--- config.mk ---
export PLATFORM = sky130hd
export DESIGN_NAME = tcw_ctrl
export DESIGN_NICKNAME = d
export VERILOG_FILES = /design/src/rtl/tcw_pkg.sv /design/src/rtl/tcw_ctrl.sv
export SDC_FILE = /design/constraint.sdc
export NUM_CORES = 1
export LEC_CHECK = 0
export ABC_AREA = 1
export BUFFER_PORTS_ARGS = -buffer_cell sky130_fd_sc_hd__buf_2
export CAP_MARGIN = 0
export CORE_MARGIN = 4
export CORE_UTILIZATION = 30
export CTS_CLUSTER_DIAMETER = 60
export DETAILED_ROUTE_END_ITERATION = 6
export PLACE_DENSITY = 0.63
export SYNTH_ARGS = -nofsm -noshare
export SYNTH_HDL_FRONTEND = slang
export SYNTH_SLANG_ARGS = --single-unit
--- constraint.sdc ---
create_clock -name i_clk -period 1.4 [get_ports i_clk]
set_input_delay 0.35 -clock i_clk [delete_from_list [all_inputs] [get_ports i_clk]]
set_output_delay 0.35 -clock i_clk [all_outputs]
set_load 0.03 [all_outputs]
--- src/rtl/tcw_pkg.sv ---
`timescale 1ns / 1ps
package tcw_pkg;

    localparam int DEF_COLUMNS = 80;
    localparam int DEF_ROWS    = 25;

    localparam logic [7:0] NEWLINE_CODE     = 8'd10;
    localparam logic [7:0] SPACE_CODE       = 8'd32;
    localparam logic [7:0] CLEAR_ATTR_RESET = 8'd15;

    localparam logic [1:0] KIND_PUT    = 2'd0;
    localparam logic [1:0] KIND_PUT_AT = 2'd1;
    localparam logic [1:0] KIND_CLEAR  = 2'd2;
    localparam logic [1:0] KIND_READ   = 2'd3;

    typedef struct packed {
        logic [1:0] kind;
        logic [7:0] character;
        logic [7:0] attribute;
        logic [6:0] column;
        logic [4:0] row;
    } t_in_item;

    typedef struct packed {
        logic [10:0] cursor_cell;
        logic [7:0]  read_character;
        logic [7:0]  read_attribute;
    } t_out_item;

    typedef enum logic [3:0] {
        ST_INIT,
        ST_IDLE,
        ST_ADDR,
        ST_PUT,
        ST_READ,
        ST_CLEAR,
        ST_SCROLL,
        ST_DRAIN,
        ST_DONE
    } t_state;

    typedef struct packed {
        logic capture;
        logic calc_addr;
        logic put;
        logic sweep_fill;
        logic fill_clear;
        logic scroll;
        logic load_out;
    } t_ctrl_cmd;

    typedef struct packed {
        logic [1:0] kind;
        logic       sweep_last;
        logic       need_scroll;
    } t_ctrl_status;

endpackage

--- src/rtl/tcw_ctrl.sv ---
`timescale 1ns / 1ps
module tcw_ctrl
    import tcw_pkg::*;
(
    input  logic         i_clk,
    input  logic         i_rst_n,
    input  logic         i_valid,
    output logic         o_stall,
    output logic         o_valid,
    input  logic         i_stall,
    input  t_ctrl_status i_status,
    output t_ctrl_cmd    o_cmd
);

    t_state r_state;
    t_state n_state;
    logic   r_out_valid;
    logic   n_out_valid;
    logic   accept;
    logic   can_load;

    assign accept   = (r_state == ST_IDLE) && i_valid;
    assign can_load = (r_state == ST_DONE) && (!r_out_valid || !i_stall);

    always_comb begin
        n_state = r_state;
        unique case (r_state)
            ST_INIT:   if (i_status.sweep_last) n_state = ST_IDLE;
            ST_IDLE:   if (accept) n_state = ST_ADDR;
            ST_ADDR: begin
                unique case (i_status.kind) inside
                    KIND_PUT, KIND_PUT_AT: n_state = ST_PUT;
                    KIND_CLEAR:            n_state = ST_CLEAR;
                    default:               n_state = ST_READ;
                endcase
            end
            ST_PUT:    n_state = i_status.need_scroll ? ST_SCROLL : ST_DONE;
            ST_READ:   n_state = ST_DONE;
            ST_CLEAR:  if (i_status.sweep_last) n_state = ST_DONE;
            ST_SCROLL: if (i_status.sweep_last) n_state = ST_DRAIN;
            ST_DRAIN:  n_state = ST_DONE;
            ST_DONE:   if (can_load) n_state = ST_IDLE;
            default:   n_state = ST_INIT;
        endcase
    end

    always_comb begin
        o_cmd            = '0;
        o_stall          = (r_state != ST_IDLE);
        o_cmd.capture    = accept;
        o_cmd.load_out   = can_load;
        unique case (r_state)
            ST_INIT:   o_cmd.sweep_fill = 1'b1;
            ST_ADDR:   o_cmd.calc_addr  = 1'b1;
            ST_PUT:    o_cmd.put        = 1'b1;
            ST_CLEAR: begin
                o_cmd.sweep_fill = 1'b1;
                o_cmd.fill_clear = 1'b1;
            end
            ST_SCROLL: o_cmd.scroll     = 1'b1;
            default: ;
        endcase
    end

    // Result register empties when taken, refills when an item finishes.
    always_comb begin
        n_out_valid = r_out_valid;
        if (can_load) begin
            n_out_valid = 1'b1;
        end else if (!i_stall) begin
            n_out_valid = 1'b0;
        end
    end

    assign o_valid = r_out_valid;

    always_ff @(posedge i_clk) begin
        if (!i_rst_n) begin
            r_state     <= ST_INIT;
            r_out_valid <= 1'b0;
        end else begin
            r_state     <= n_state;
            r_out_valid <= n_out_valid;
        end
    end

endmodule

* Yosys cells after proc, flatten, opt, wreduce, memory -nomap -nowiden
Cells that the tools add are included.
** Operators by class
- Add/sub/neg operators :: 0
- $mul :: 0
- Div/mod/pow operators :: 0
- Order comparisons :: 0
- Equality and inequality tests :: 17
- Shift-type cells :: 0
- Mux-type cells :: 15
- Bitwise gates (word level) :: 0
- Reductions and logical operators :: 11
** Operator list (count)
- one-hot mux 4 bit (8 select lines) :: 1
- 2-to-1 mux 4 bit :: 6
- equality test 4 x 3 -> 1 bit, second input constant :: 4
- inequality test 2 bit, second input constant :: 5
- equality test 4 x 2 -> 1 bit, second input constant :: 2
- 2-to-1 mux 1 bit :: 7
- one-hot mux 3 bit (2 select lines) :: 1
- OR reduction 2 bit :: 3
- AND reduction 5 bit :: 1
- equality test 4 x 1 -> 1 bit, second input constant :: 1
- equality test 4 bit, second input constant :: 1
- logical NOT 4 bit :: 1
- inequality test 4 x 1 -> 1 bit, second input constant :: 1
- equality test 2 x 1 -> 1 bit, second input constant :: 1
- equality test 2 bit, second input constant :: 1
- logical AND 1 bit :: 2
- logical NOT 1 bit :: 2
- logical NOT 2 bit :: 1
- inequality test 2 x 1 -> 1 bit, second input constant :: 1
- logical OR 1 bit :: 1
** Storage, ports and cells
- Register bits :: 5
- Latch bits :: 0
- Memory bits (writable) :: 0
- ROM bits :: 0
- Bits of input ports :: 8
- Output and inout bits :: 9
- Memories kept :: 0

* Longest topological paths before layout
- Word-level depth :: 5
- Gate-level depth with buffers :: 9

* Worst setup path after synthesis
OpenSTA, ideal clock, no wires.
- Path kind :: flip-flop to output port
- Start :: register r_state[3]
- End :: output port o_cmd[6] (netlist bit)
- Arrival time :: 1103 ps
- Slack :: -53 ps
- Stages on the path, launching flop included :: 5
- Buffers on the path :: 1
- Cell sequence :: dfxtp_1 -> nor2_2 -> nand2_1 -> nor2_1 -> buf_4
** On the way
- Longest elaborated chain between the ends :: 2
** RTL lines
- start: declaration :: line tcw_ctrl.sv:15 : t_state r_state;
- start signal: assignment :: line tcw_ctrl.sv:82 : r_state <= n_state;
- equality test 4 x 1 -> 1 bit :: line tcw_ctrl.sv:22 : assign accept = (r_state == ST_IDLE) && i_valid;
- logical AND 1 bit :: line tcw_ctrl.sv:22
- end: declaration :: line tcw_ctrl.sv:12 : output t_ctrl_cmd o_cmd
Every way passes these cells.

==> results.cfg <==
[die]
initial_core_util = 0.318
die_y_microns = 45.2
dieArea_sq_um = 2040
row_count = 13
boundaryPins = 17
core-area_sq_um = 1300
fp.dieW_microns = 45.2

[logic_synthesis]
synth_compound_area_frac = 0.0846
synthArstFlopShare = 0
syn_area_sq_um = 414
yosys.area.top_type = dfxtp_1
synthTopCellsByArea = dfxtp_1, nand2_1, nor2_1, nand3_1, inv_1
synthMuxAreaShare = 0
avgSynthCellArea_sq_um = 5.67
yosysUniqueCellTypes = 16
yosys-top-cells-count = nand2_1, nor2_1, inv_1
ys.flop_type = dfxtp_1
synth_fa_ha_area_frac = 0
synth_top_family_by_area = simple AND/OR/NAND/NOR gates
yosysSeqAreaShare = 0.242
synthCells = 73
syn_nets = 81
synth-edff-count = 0
synth_seq_cells = 5
yosysWarnings = 0
yosysMostFrequentCell = nand2_1
synth_top_area_frac = 0.242
yosys.area_share.simple = 0.511
synth_xor_area_frac = 0

[routing]
drt_pass1_iterations = 4
routed_wl_microns = 961
routed_via_density = 4.55
ant_nets = 0
drtIter0Drc = 6
vias = 496
wl_per_cell_microns = 8.82
route.detailed.drc = 0

[placement]
postPlaceCellArea_sq_um = 500
place_congestion = 0.750
port-buffer-count = 16
hpwl_microns = 745
post-place-ws_ns = 0.0563

[global_route]
grt.busiest_layer = met2
grt_use_total = 0.114
grt_use_met2 = 0.206
grt_use_met1 = 0.107
met3_usage = 0.0558
grt_pass1_vias = 465
grt_max_degree = 8
grt_pass1_wl_mm = 1.68
antenna_found_initial = 0
grt_overflow = 0

[critical_path]
crit_buf_inv = 2
critPathCapture = o_cmd[6]
worstPathArrival_ns = 1.11
critPathCaptureType = primary output
start_kind = register
cp_slowest_stage_delay_ns = 0.37
critical_path.top_delay_family = flip-flops
rr_worst_depth = 9
r2r-end = r_state[2]
critPathLaunch = r_state[0]
worst-endpoint-required_ns = 1.05
rrSetupSlack_ns = 0.07
worstPathMaxFanout = 5
cp.depth = 5
crit_chain = inv_2 -> nor2_4 -> nand2_2 -> nor2_1 -> buf_4
critPathKind = reg2out
timing.rr.start = r_state[2]
slowest_stage = dfxtp_4

[clock_network]
clockRootBuffer = clkbuf_4
cts_max_path_buffers = 2
cts_tree = done
htree_levels = 1
clkTransAtPathRegs_ns = 0.04
clk_latency_ns = 0.24
cts_buffers = 3
cts_sinks = 5

[cells_and_area]
antenna_cells = 0
postLayoutCellArea_sq_um = 609
finish.utilization = 0.468
drive_gt1_frac = 0.457
area_delta_synth_final_pct = 47.1
nNetsFinal = 103

[power]
swShare = 0.511
p_int_mw = 0.650
power_density_nw_per_um2 = 2180
peakVddDrop_mv = 1.17
net-switching-power_mw = 0.678
comb_power_share = 0.667
leakage_nw = 0.366
clkPwrFrac = 0.121
p_seq_frac = 0.213

[run_status]
outcome = finished with violations
violations = setup timing

[sta]
finalHoldViolations = 0
fmax_mhz = 684
setup_viol = 7
timing.final.crit_share = 1.04
min_period_ns = 1.46
slew_headroom = 0.862
rsz0062_at_grt = true
timing.final.ws_setup_ns = -0.0626
drv_slew = 0
clock_skew_ns = 0.00465
worstMarginPinSlew_ns = 0.204
whs_ns = 0.368
setup_tns_ns = -0.260

[run]
drv_cap = 0

[min_path]
worstHoldStart = i_rst_n
min_path_type = in2reg
[through the flow]
step / cells / power [mW]
after global routing: 109 / 1.47
final: 109 / 1.33
after CTS: 109 / 1.32
after floorplan: 73 / 0.851
after global placement: 102 / 0.998
after detailed placement: 102 / 0.995
[what timing repair did]
| action | 4_1_cts | 5_1_grt |
|---|---|---|
| hold buffers | 0 | 0 |
| endpoints found under the setup margin | 8 | 9 |
| gates resized for setup | 22 | 1 |
| buffers inserted | 3 | 0 |
| pin swaps | 2 | 1 |
[layout by cell type (no fill, tap or decap), types with 3 or more instances in the layout]
cell / instances
nand3_1: 8
nand2_1: 17
nor2_1: 10
inv_1: 8
inv_2: 6
clkbuf_4: 3
buf_4: 8
buf_2: 9
nor2_4: 4
nand2_2: 4
[worst min-delay path by stage]
stage | end | slack, ns | depth (start not counted)
3_5_place_dp | o_valid | 0.49 | 2
5_1_grt | r_state[0] | 0.39 | 3
2_1_floorplan | r_state[0] | 0.47 | 2
3_3_place_gp | o_valid | 0.49 | 2
4_1_cts | r_state[0] | 0.36 | 3
6_report | r_state[0] | 0.37 | 3
[cell type report]
| cell class | count | area, sq um |
|---|---|---|
| well taps | 15 | 18.8 |
| inverters | 14 | 52.6 |
| multi-input cells | 52 | 274 |
| flip-flops and latches | 5 | 110 |
| repair buffers | 19 | 128 |
| fillers | 143 | 692 |
| clock buffers | 4 | 26.3 |
[layer usage]
| metal | routed length (microns) | part of all wire |
|---|---|---|
| met1 | 406 | 0.42 |
| met5 | 0 | 0 |
| met4 | 0 | 0 |
| met3 | 57 | 0.059 |
| met2 | 498 | 0.52 |
[power groups by stage]
stage / sequential [mW] / clock, mW / combinational, mW
final: 0.282 / 0.161 / 0.885
after global routing: 0.293 / 0.183 / 0.991
after CTS: 0.278 / 0.169 / 0.874
after detailed placement: 0.246 / 0 / 0.749
after global placement: 0.245 / 0 / 0.753
after floorplan: 0.243 / 0 / 0.608
[tightest hold or removal path, cell delays in order]
cell and delay (ns):
buf_2 0.13, nand2_1 0.06, nor2_1 0.03
[sequential cells by signal, indices dropped and copies added (netlist names)]
register / cells
r_state: 4
o_valid: 1
[cells by family (layout without fill, tap and decap cells)]
family,Yosys count,in the layout
flops,5,5
buf+inv,16,37
simple gates,46,46
compound gates,6,6
No activity file was read; power rests on OpenSTA's default activity.
